<file path="src/hw/rtl/lrgb_pkg.sv">
// Shared types and plot geometry constants for the line walker with grid background.
// Used by lrgb_color and line_restore_with_grid_background.
`default_nettype none

package lrgb_pkg;

	localparam int PLOT_LEFT   = 8;
	localparam int PLOT_TOP    = 40;
	localparam int PLOT_WIDTH  = 300;
	localparam int PLOT_HEIGHT = 164;

	localparam int X_W     = 9;
	localparam int Y_W     = 8;
	localparam int COLOR_W = 16;
	localparam int ERR_W   = 11;
	localparam int CFG_IDX_W = 2;

	localparam int AXIS_X = PLOT_LEFT + PLOT_WIDTH / 2;
	localparam int AXIS_Y = PLOT_TOP + PLOT_HEIGHT / 2;

	localparam int NUM_GRID_X = 4;
	localparam int NUM_GRID_Y = 3;

	localparam int GRID_X [NUM_GRID_X] = '{
		PLOT_LEFT + 1 + (1 * (PLOT_WIDTH - 3)) / 5,
		PLOT_LEFT + 1 + (2 * (PLOT_WIDTH - 3)) / 5,
		PLOT_LEFT + 1 + (3 * (PLOT_WIDTH - 3)) / 5,
		PLOT_LEFT + 1 + (4 * (PLOT_WIDTH - 3)) / 5
	};

	localparam int GRID_Y [NUM_GRID_Y] = '{
		PLOT_TOP + 1 + (1 * (PLOT_HEIGHT - 3)) / 4,
		PLOT_TOP + 1 + (2 * (PLOT_HEIGHT - 3)) / 4,
		PLOT_TOP + 1 + (3 * (PLOT_HEIGHT - 3)) / 4
	};

	typedef enum logic [0:0] {
		CMD_START = 1'b0,
		CMD_NEXT  = 1'b1
	} cmd_t;

	typedef enum logic [CFG_IDX_W-1:0] {
		REG_AXIS_COLOR = 2'd0,
		REG_GRID_COLOR = 2'd1,
		REG_BACK_COLOR = 2'd2
	} reg_idx_t;

	typedef struct packed {
		logic [COLOR_W-1:0] axis;
		logic [COLOR_W-1:0] grid;
		logic [COLOR_W-1:0] back;
	} colors_t;

	localparam logic [COLOR_W-1:0] AXIS_COLOR_RST = 16'd31;
	localparam logic [COLOR_W-1:0] GRID_COLOR_RST = 16'd12874;
	localparam logic [COLOR_W-1:0] BACK_COLOR_RST = 16'd0;

endpackage

`default_nettype wire

</file>
<file path="src/hw/rtl/lrgb_color.sv">
// Background color lookup for one pixel: axis, grid line or empty plot.
// Depends on lrgb_pkg for plot geometry and the color register struct.
`default_nettype none

module lrgb_color
	import lrgb_pkg::*;
(
	input  wire logic [X_W-1:0]     x,
	input  wire logic [Y_W-1:0]     y,
	input  wire colors_t            colors,
	output logic      [COLOR_W-1:0] color
);

	logic on_axis;
	logic on_grid;

	always_comb begin
		on_axis = (int'(x) == AXIS_X) || (int'(y) == AXIS_Y);
		on_grid = 1'b0;
		for (int i = 0; i < NUM_GRID_X; i++) begin
			if (int'(x) == GRID_X[i]) begin
				on_grid = 1'b1;
			end
		end
		for (int i = 0; i < NUM_GRID_Y; i++) begin
			if (int'(y) == GRID_Y[i]) begin
				on_grid = 1'b1;
			end
		end
		if (on_axis) begin
			color = colors.axis;
		end else if (on_grid) begin
			color = colors.grid;
		end else begin
			color = colors.back;
		end
	end

endmodule

`default_nettype wire

</file>
<file path="src/hw/rtl/line_restore_with_grid_background.sv">
// Line walker giving one result per request: pixel and restored grid background color.
// Depends on lrgb_pkg and lrgb_color.
//
// Usage:
//   Request channel (cmd_valid/cmd_ready): command START loads start_x/y and
//   end_x/y and emits the start pixel; command NEXT takes one Bresenham step
//   and emits that pixel. NEXT with no line in progress gives a result with
//   pixel_valid low and all other fields zero.
//   Result channel (res_valid/res_ready): exactly one result per request.
//   last_pixel marks the pixel that reaches the line end; the walker is then idle.
//   The result is registered when the request is taken and shows in the next cycle.
//   Throughput: one request per cycle while res_ready drains the result. The walker
//   state and the error term are updated in the accept cycle, with the color lookup
//   in the same path, so the next request sees the new position at once.
//   Stall: a single output register holds the result; cmd_ready stays high while
//   that register is empty or being drained in the same cycle.
//   Reset: no line in progress, output empty, colors at their defaults.
//   Config: cfg_we writes cfg_data into the color selected by cfg_index
//   (0 axis, 1 grid, 2 back); write only while no request is in flight.
`default_nettype none

module line_restore_with_grid_background
	import lrgb_pkg::*;
(
	input  wire logic                 clk,
	input  wire logic                 arst_n,

	input  wire logic                 cfg_we,
	input  wire logic [CFG_IDX_W-1:0] cfg_index,
	input  wire logic [COLOR_W-1:0]   cfg_data,

	input  wire logic                 cmd_valid,
	output logic                      cmd_ready,
	input  wire logic                 command,
	input  wire logic [X_W-1:0]       start_x,
	input  wire logic [Y_W-1:0]       start_y,
	input  wire logic [X_W-1:0]       end_x,
	input  wire logic [Y_W-1:0]       end_y,

	output logic                      res_valid,
	input  wire logic                 res_ready,
	output logic      [X_W-1:0]       pixel_x,
	output logic      [Y_W-1:0]       pixel_y,
	output logic      [COLOR_W-1:0]   pixel_color,
	output logic                      pixel_valid,
	output logic                      last_pixel
);

	// configuration
	colors_t colors_q;

	// walker state
	logic [X_W-1:0]   cur_x_q,  goal_x_q, span_x_q;
	logic [Y_W-1:0]   cur_y_q,  goal_y_q, span_y_q;
	logic             step_x_neg_q, step_y_neg_q;
	logic [ERR_W-1:0] err_q;
	logic             active_q;

	// next walker state
	logic [X_W-1:0]   cur_x_d,  goal_x_d, span_x_d;
	logic [Y_W-1:0]   cur_y_d,  goal_y_d, span_y_d;
	logic             step_x_neg_d, step_y_neg_d;
	logic [ERR_W-1:0] err_d;
	logic             emit;
	logic             last;

	logic signed [ERR_W:0] err_ext, e2, err_acc;
	logic signed [ERR_W:0] span_x_s, span_y_s;

	logic [COLOR_W-1:0] color;

	// result register
	logic               res_valid_q;
	logic [X_W-1:0]     res_x_q;
	logic [Y_W-1:0]     res_y_q;
	logic [COLOR_W-1:0] res_color_q;
	logic               res_pv_q;
	logic               res_last_q;

	logic accept;

	assign cmd_ready = !res_valid_q || res_ready;
	assign accept    = cmd_valid && cmd_ready;

	always_ff @(posedge clk or negedge arst_n) begin
		if (!arst_n) begin
			colors_q.axis <= AXIS_COLOR_RST;
			colors_q.grid <= GRID_COLOR_RST;
			colors_q.back <= BACK_COLOR_RST;
		end else if (cfg_we) begin
			case (cfg_index)
				REG_AXIS_COLOR: colors_q.axis <= cfg_data;
				REG_GRID_COLOR: colors_q.grid <= cfg_data;
				REG_BACK_COLOR: colors_q.back <= cfg_data;
				default: ;
			endcase
		end
	end

	always_comb begin
		cur_x_d      = cur_x_q;
		cur_y_d      = cur_y_q;
		goal_x_d     = goal_x_q;
		goal_y_d     = goal_y_q;
		span_x_d     = span_x_q;
		span_y_d     = span_y_q;
		step_x_neg_d = step_x_neg_q;
		step_y_neg_d = step_y_neg_q;
		err_d        = err_q;
		emit         = 1'b0;

		span_x_s = $signed({3'b000, span_x_q});
		span_y_s = $signed({4'b0000, span_y_q});
		err_ext  = $signed({err_q[ERR_W-1], err_q});
		e2       = $signed({err_q, 1'b0});
		err_acc  = err_ext;

		case (cmd_t'(command))
			CMD_START: begin
				emit         = 1'b1;
				cur_x_d      = start_x;
				cur_y_d      = start_y;
				goal_x_d     = end_x;
				goal_y_d     = end_y;
				span_x_d     = (end_x > start_x) ? end_x - start_x : start_x - end_x;
				span_y_d     = (end_y > start_y) ? end_y - start_y : start_y - end_y;
				step_x_neg_d = !(start_x < end_x);
				step_y_neg_d = !(start_y < end_y);
				err_d        = ERR_W'({2'b00, span_x_d}) - ERR_W'({3'b000, span_y_d});
			end
			CMD_NEXT: begin
				if (active_q) begin
					emit = 1'b1;
					// doubled error drives both the column and row decision
					if (e2 > -span_y_s) begin
						err_acc = err_acc - span_y_s;
						cur_x_d = step_x_neg_q ? cur_x_q - 1'b1 : cur_x_q + 1'b1;
					end
					if (e2 < span_x_s) begin
						err_acc = err_acc + span_x_s;
						cur_y_d = step_y_neg_q ? cur_y_q - 1'b1 : cur_y_q + 1'b1;
					end
					err_d = err_acc[ERR_W-1:0];
				end
			end
			default: ;
		endcase

		last = (cur_x_d == goal_x_d) && (cur_y_d == goal_y_d);
	end

	lrgb_color u_color (
		.x      (cur_x_d),
		.y      (cur_y_d),
		.colors (colors_q),
		.color  (color)
	);

	always_ff @(posedge clk or negedge arst_n) begin
		if (!arst_n) begin
			cur_x_q      <= '0;
			cur_y_q      <= '0;
			goal_x_q     <= '0;
			goal_y_q     <= '0;
			span_x_q     <= '0;
			span_y_q     <= '0;
			step_x_neg_q <= 1'b0;
			step_y_neg_q <= 1'b0;
			err_q        <= '0;
			active_q     <= 1'b0;
		end else if (accept && emit) begin
			cur_x_q      <= cur_x_d;
			cur_y_q      <= cur_y_d;
			goal_x_q     <= goal_x_d;
			goal_y_q     <= goal_y_d;
			span_x_q     <= span_x_d;
			span_y_q     <= span_y_d;
			step_x_neg_q <= step_x_neg_d;
			step_y_neg_q <= step_y_neg_d;
			err_q        <= err_d;
			active_q     <= !last;
		end
	end

	always_ff @(posedge clk or negedge arst_n) begin
		if (!arst_n) begin
			res_valid_q <= 1'b0;
		end else if (accept) begin
			res_valid_q <= 1'b1;
		end else if (res_ready) begin
			res_valid_q <= 1'b0;
		end
	end

	always_ff @(posedge clk) begin
		if (accept) begin
			res_x_q     <= emit ? cur_x_d : '0;
			res_y_q     <= emit ? cur_y_d : '0;
			res_color_q <= emit ? color : '0;
			res_pv_q    <= emit;
			res_last_q  <= emit && last;
		end
	end

	assign res_valid   = res_valid_q;
	assign pixel_x     = res_x_q;
	assign pixel_y     = res_y_q;
	assign pixel_color = res_color_q;
	assign pixel_valid = res_pv_q;
	assign last_pixel  = res_last_q;

	// walker goes idle exactly when the shown pixel is the line end
	assert property (@(posedge clk) disable iff (!arst_n)
		res_valid_q && res_pv_q |-> (active_q == !res_last_q))
		else $error("line_active disagrees with last_pixel of pending result");

	// a start whose endpoints coincide yields a single last pixel
	assert property (@(posedge clk) disable iff (!arst_n)
		accept && (command == CMD_START) && (start_x == end_x) && (start_y == end_y)
		|=> res_valid_q && res_pv_q && res_last_q && !active_q)
		else $error("single-pixel line not flagged as last");

	// next request with no line in progress gives an empty result and keeps idle
	assert property (@(posedge clk) disable iff (!arst_n)
		accept && (command == CMD_NEXT) && !active_q
		|=> res_valid_q && !res_pv_q && !res_last_q && !active_q)
		else $error("idle next request produced a pixel");

	// an accepted request always leaves a result pending
	assert property (@(posedge clk) disable iff (!arst_n)
		accept |=> res_valid_q)
		else $error("accepted request lost its result");

endmodule

`default_nettype wire

</file>
<file path="config.mk">
export PLATFORM = sky130hd
export DESIGN_NAME = line_restore_with_grid_background
export DESIGN_NICKNAME = d
export VERILOG_FILES = /design/src/hw/rtl/lrgb_pkg.sv /design/src/hw/rtl/lrgb_color.sv /design/src/hw/rtl/line_restore_with_grid_background.sv
export SDC_FILE = /design/constraint.sdc
export NUM_CORES = 1
export LEC_CHECK = 0
export ABC_AREA = 1
export ABC_CLOCK_PERIOD_IN_PS = 4700
export BUFFER_PORTS_ARGS = -buffer_cell sky130_fd_sc_hd__buf_2
export CORE_ASPECT_RATIO = 0.8
export CORE_MARGIN = 2
export CORE_UTILIZATION = 55
export CTS_CLUSTER_DIAMETER = 50
export DETAILED_ROUTE_END_ITERATION = 8
export PLACE_DENSITY_LB_ADDON = 0.1
export REMOVE_ABC_BUFFERS = 1
export SYNTH_ARGS = -nofsm -noshare
export SYNTH_HDL_FRONTEND = slang
export SYNTH_SLANG_ARGS = --single-unit
</file>
<file path="constraint.sdc">
create_clock -name clk -period 4.7 [get_ports clk]
set_input_delay 0.235 -clock clk [delete_from_list [all_inputs] [get_ports clk]]
set_output_delay 0.235 -clock clk [all_outputs]
set_load 0.05 [all_outputs]
</file>
* Word-level counts from Yosys, hierarchy flattened
Cells that the tools add are included.
** Storage, ports and cells
- Register bits after elaboration :: 149
- Word-level logic and storage cells :: 100
** Cells by class
- Add/sub/neg operators :: 12
- Magnitude comparators :: 6
- Equal/unequal tests :: 14
- Mux-type cells :: 31
- Bitwise gates (word level) :: 1
- Reduce and logical (&&, ||, !) cells :: 17
** Operator list (number)
- 11-bit two-way mux :: 5
- 9-bit two-way mux :: 5
- 8-bit two-way mux :: 5
- 8-bit equality test, second input constant :: 4
- 16-bit two-way mux :: 2
- 9-bit equality test, second input constant :: 3
- 11-bit case mux with 2 select lines :: 1
- 9-bit by 8-bit equality test with 1-bit output, second input constant :: 2
- 9-bit case mux with 2 select lines :: 1
- 9-bit subtractor :: 2
- 8-bit case mux with 2 select lines :: 1
- 8-bit subtractor :: 2
- 12-bit > comparator :: 1
- 12-bit by 10-bit < comparator with 1-bit output :: 1
- 8-bit negation with 12-bit output :: 1
- 11-bit by 10-bit adder with 11-bit output :: 1
- 11-bit by 9-bit subtractor with 11-bit output :: 1
- 1-bit two-way mux :: 10
- 2-bit AND reduction :: 5
- 9-bit by 8-bit subtractor with 10-bit output :: 1
- 9-bit by 1-bit adder with 9-bit output, second input constant :: 1
- 9-bit equality test :: 1
- 9-bit > comparator :: 1
- 9-bit < comparator :: 1
- 16 further kinds :: 23

* Depth between registers and ports, before layout
- Depth after elaboration :: 15
- Mapped depth :: 35
- Mapped depth without buffers :: 34

* Hierarchy
A second synthesis with hierarchy kept.
** Second synthesis, totals
- Cells, all modules :: 1585
- Area total of the unflattened synthesis :: 11379.7 um^2
** By module, submodules not included
- line_restore_with_grid_background :: times used 1, cells each 1414, area each 10573.9 um^2, seq. area each 3917.5 um^2
- lrgb_color :: times used 1, cells each 171, area each 805.8 um^2, seq. area each 0.0 um^2

* Worst setup path after synthesis
Ideal clock, no wire load.
- Path type :: reg2reg
- Start point :: register span_y_q[1]
- End point :: register err_q[10]
- Arrival :: 4.486 ns
- Data required time :: 4.565 ns
- Path slack :: 0.079 ns
- Cell stages (with the launch flop) :: 33
- Cells stage by stage :: dfrtp_1 -> inv_1 -> ha_1 -> nand2_1 -> nor3_1 -> nand2_1 -> nor2_1 -> ha_1 -> nand2_1 -> inv_2 -> a21oi_1 -> nand3_1 -> nand2_1 -> nand3_4 -> clkbuf_1 -> o21ai_0 -> ha_1 -> inv_1 -> fa_1 -> o21ai_0 -> nand2_1 -> nand2_1 -> a21oi_1 -> inv_1 -> a21oi_1 -> o21ai_0 -> a21oi_1 -> nor2_1 -> nand3_1 -> o21ai_0 -> nand2_1 -> nand3_1 -> a22oi_1
** Between the ends
- Word-level cells in the longest chain between the ends :: 9
** Ends and longest elaborated chain
- start: declaration :: RTL line line_restore_with_grid_background.sv:54 : logic [Y_W-1:0] cur_y_q, goal_y_q, span_y_q;
- start signal: assignment :: RTL line line_restore_with_grid_background.sv:177 : span_y_q <= span_y_d;
- 8-bit negation with 12-bit output :: RTL line line_restore_with_grid_background.sv:135 : if (e2 > -span_y_s) begin
- 12-bit > comparator :: RTL line line_restore_with_grid_background.sv:135
- 11-bit two-way mux * :: RTL line line_restore_with_grid_background.sv:135
- 11-bit two-way mux * :: RTL line line_restore_with_grid_background.sv:132 : if (active_q) begin
- 11-bit two-way mux * :: RTL line line_restore_with_grid_background.sv:118 : case (cmd_t'(command))
- 11-bit by 10-bit adder with 11-bit output :: RTL line line_restore_with_grid_background.sv:140 : err_acc = err_acc + span_x_s;
- 11-bit two-way mux * :: RTL line line_restore_with_grid_background.sv:139 : if (e2 < span_x_s) begin
- 11-bit two-way mux * :: RTL line line_restore_with_grid_background.sv:132
- 11-bit case mux with 2 select lines * :: RTL line line_restore_with_grid_background.sv:118
- end signal: assignment :: RTL line line_restore_with_grid_background.sv:180 : err_q <= err_d;
- end: declaration :: RTL line line_restore_with_grid_background.sv:56 : logic [ERR_W-1:0] err_q;
Mark *: on every way between the ends. The rest lies on a longest branch, timed or not. The select of a mux whose other input is x is not followed.
A chain may end at the register's enable or synchronous reset.

* Final worst setup path
- Start point :: register span_y_q[0]
- End point :: register err_q[10]
The elaborated chain is that of the path after synthesis.

==> out/results.ini <==
[floorplanning]
row_count = 45
die_w_um = 161
core-area_um2 = 19100
die-area_um2 = 20800
num_io_pins = 95
die_y_um = 129
start_util_pct = 56.6

[detailed_routing]
wl_per_cell_um = 15.6
routed_wl_um = 28200
dr.pass1.iters = 7
vias_per_cell = 5.41
drc = 0
vias = 9781
ant_nets = 0
drt_iter0_drc = 792

[clock_network]
path_clk_slew_ps = 70
ctsHtreeMaxLevel = 4
numClockSinks = 149
clockBufferDepth = 2
cts_buffers = 17
root_buffer = clkbuf_16
cts_tree = yes
clk_latency_ps = 430

[setup_path]
critPathMaxStageDelay_ps = 390
crit_arrival_ps = 4730
critical_path_class = flip-flop to flip-flop
cp_slowest_cell = dfrtp_1
critPathRequiredTime_ps = 4990
endpoint_kind = flip-flop
cpMostUsedCell = nand2_1
cp-start-kind = flip-flop
path_max_fanout = 6

[timing]
clock.fmax_mhz = 225
final_hold_viol_count = 0
finalCritPeriodShare_pct = 94.5
maxSlewHeadroom_pct = 23.6
fin_worst_skew_ps = 11.1
drv_slew = 0
fin_crit_ps = 4440
max_slew.worst_pin.slew_ps = 1140
setup_viol = 0
worst_slack_ps = 258

[synth]
synth_edf_count = 35
yosysMostFrequentCell = nand2_1
synthCells = 1437
netlist_area_um2 = 10800
synthDistinctLibCells = 53
yosysWarningCount = 0
yosysTopAreaCell = dfrtp_1
yosys.area.top_type_share_pct = 23.9
ys_ff_latch = 149
synthArstFlopShare_pct = 76.5
synth_area_leaders = dfrtp_1 (24%), nand2_1 (13%), ha_1 (11%)
yosys-top-cells-count = nand2_1 (368), inv_1 (183), o21ai_0 (153)
ys_seq_area_share_pct = 36.3
postSynthAreaPerCell_um2 = 7.51
synthFlopType = dfrtp_1

[pwr]
p_leak_nw = 6.38
ir_worst_vdd_mv = 0.239
powerDensity_nw_per_um2 = 576
power_mw = 7.11

[global_routing]
gr-total-overflow = 0
use_met1_pct = 41.4
grt_max_degree = 73
globalRouteMet3Util_pct = 5.99
first_global_vias = 9240
grtUsageMet2_pct = 42.1
grt_usage_pct = 27.9
grt_pass1_wl_um = 46100
gr-max-usage-layer = met2
antenna_found_initial = 1

[cells_and_area]
drive_gt1_share_pct = 14.2
nNetsFinal = 1694
syn_to_final_growth_pct = 14.3
stdcell_count = 1808

[place]
place_inst = 1767
dpl.hpwl_um = 20600
gp_congestion = 0.946
preCtsSetupSlack_ps = -93.6
io_buffers = 94

[worst_hold_path]
hold_class = primary input to flip-flop

[flow_run]
maxCapViolCount = 0

[run_status]
status = completed

[kinds of logic (layout without fill, tap and decap cells)]
logic type,after synthesis,count (layout),share of synthesized area (%)
simple gates,601,602,23.1
compound gates,285,285,14.5
buf+inv,237,348,8.55
flops,149,149,36.3
fa+ha+maj,100,100,12.2
xor+xnor,62,62,5.03
mux,3,3,0.278
other cells,0,1,0
[path summary, 6_finish.rpt]
path                        startpoint  cells after the start  slack [ps]           end
max                        span_y_q[0]                     30         260     err_q[10]
max in group asynchronous       arst_n                      3        3040   goal_y_q[2]
min reg2reg                goal_y_q[2]                      2         470   goal_y_q[2]
min                        cfg_data[9]                      3          60  colors_q[25]
max reg2reg                span_y_q[0]                     30         260     err_q[10]
min in group asynchronous       arst_n                      2         490   goal_x_q[2]
[layout by cell type (no fill, tap or decap), types with 7 or more instances in the layout]
| cell type | count |
|---|---|
| nand4_1 | 10 |
| o21ai_1 | 16 |
| nor2_1 | 108 |
| inv_2 | 8 |
| xnor2_1 | 13 |
| inv_1 | 182 |
| buf_4 | 30 |
| o211ai_1 | 7 |
| xor2_1 | 49 |
| nand3_1 | 74 |
| fa_1 | 8 |
| ha_1 | 89 |
| nor3_1 | 11 |
| buf_2 | 93 |
| a21oi_1 | 62 |
| dfstp_2 | 11 |
| o21ai_0 | 145 |
| nand2_2 | 17 |
| edfxtp_1 | 35 |
| nand2_1 | 361 |
| clkbuf_16 | 17 |
| dfrtp_1 | 103 |
[worst max-delay path, delay by kind of cell (launching register included)]
kind                     cells  cell delay (ps)
AO/OA/AOI/OAI                9             1090
XOR/XNOR                     1              160
buffers and inverters        3              280
flip-flops                   1              390
AND/OR/NAND/NOR             14             1580
adder cells (fa/ha/maj)      3              810
[layout make-up]
cell class                 instances  area, um^2
clock buffer                      18         429
fill                            1729        6740
timing repair buffer             124         701
antenna                            1        2.50
sequential                       149        3920
tap                              258         323
multi-input combinational       1052        6120
inverter                         192         721
clock inverter                    14         133
[flip-flops by register name (all words and copies together) (netlist names)]
register      cells
colors_q         48
err_q            11
cur_y_q           8
span_y_q          8
goal_y_q          8
pixel_color      16
res_valid         1
pixel_y           8
goal_x_q          9
last_pixel        1
step_y_neg_q      1
active_q          1
pixel_x           9
cur_x_q           9
pixel_valid       1
span_x_q          9
step_x_neg_q      1
[power breakdown]
part | switching, mW | total (mW) | internal [mW] | leakage, nW
Clock | 0.622 | 1.32 | 0.702 | 0.272
Sequential | 0.273 | 1.93 | 1.66 | 1.73
Combinational | 2.41 | 3.85 | 1.44 | 4.38
[metal layers]
metal  part of all wire (%)  vias to the layer above
li1                       -                     4898
met1                     48                     4555
met2                     44                      301
met3                    7.1                       27
met4                    1.1                        0
met5                      0                        -
[what timing repair did]
action,CTS,global route
pin swaps,0,12
hold endpoints to repair,15,0
hold buffers,1,0
cloned,0,1
setup buffers,0,6
resized for setup,2,39
endpoints found under the setup margin,1,12
[through the flow]
step / utilization, % / setup TNS [ps] / instance area [um^2] / hold WS (ps)
after detailed placement: 60.6 / -93.6 / 11600 / 445
final: 64.7 / 0 / 12300 / 58.7
after global placement: 60.6 / 0 / 11600 / 449
after global routing: 64.7 / -97.9 / 12300 / 67.6
after CTS: 63.6 / 0 / 12100 / 51.4
after floorplan: - / 0 / 10600 / -60.6
No activity file was read; power rests on OpenSTA's default activity.
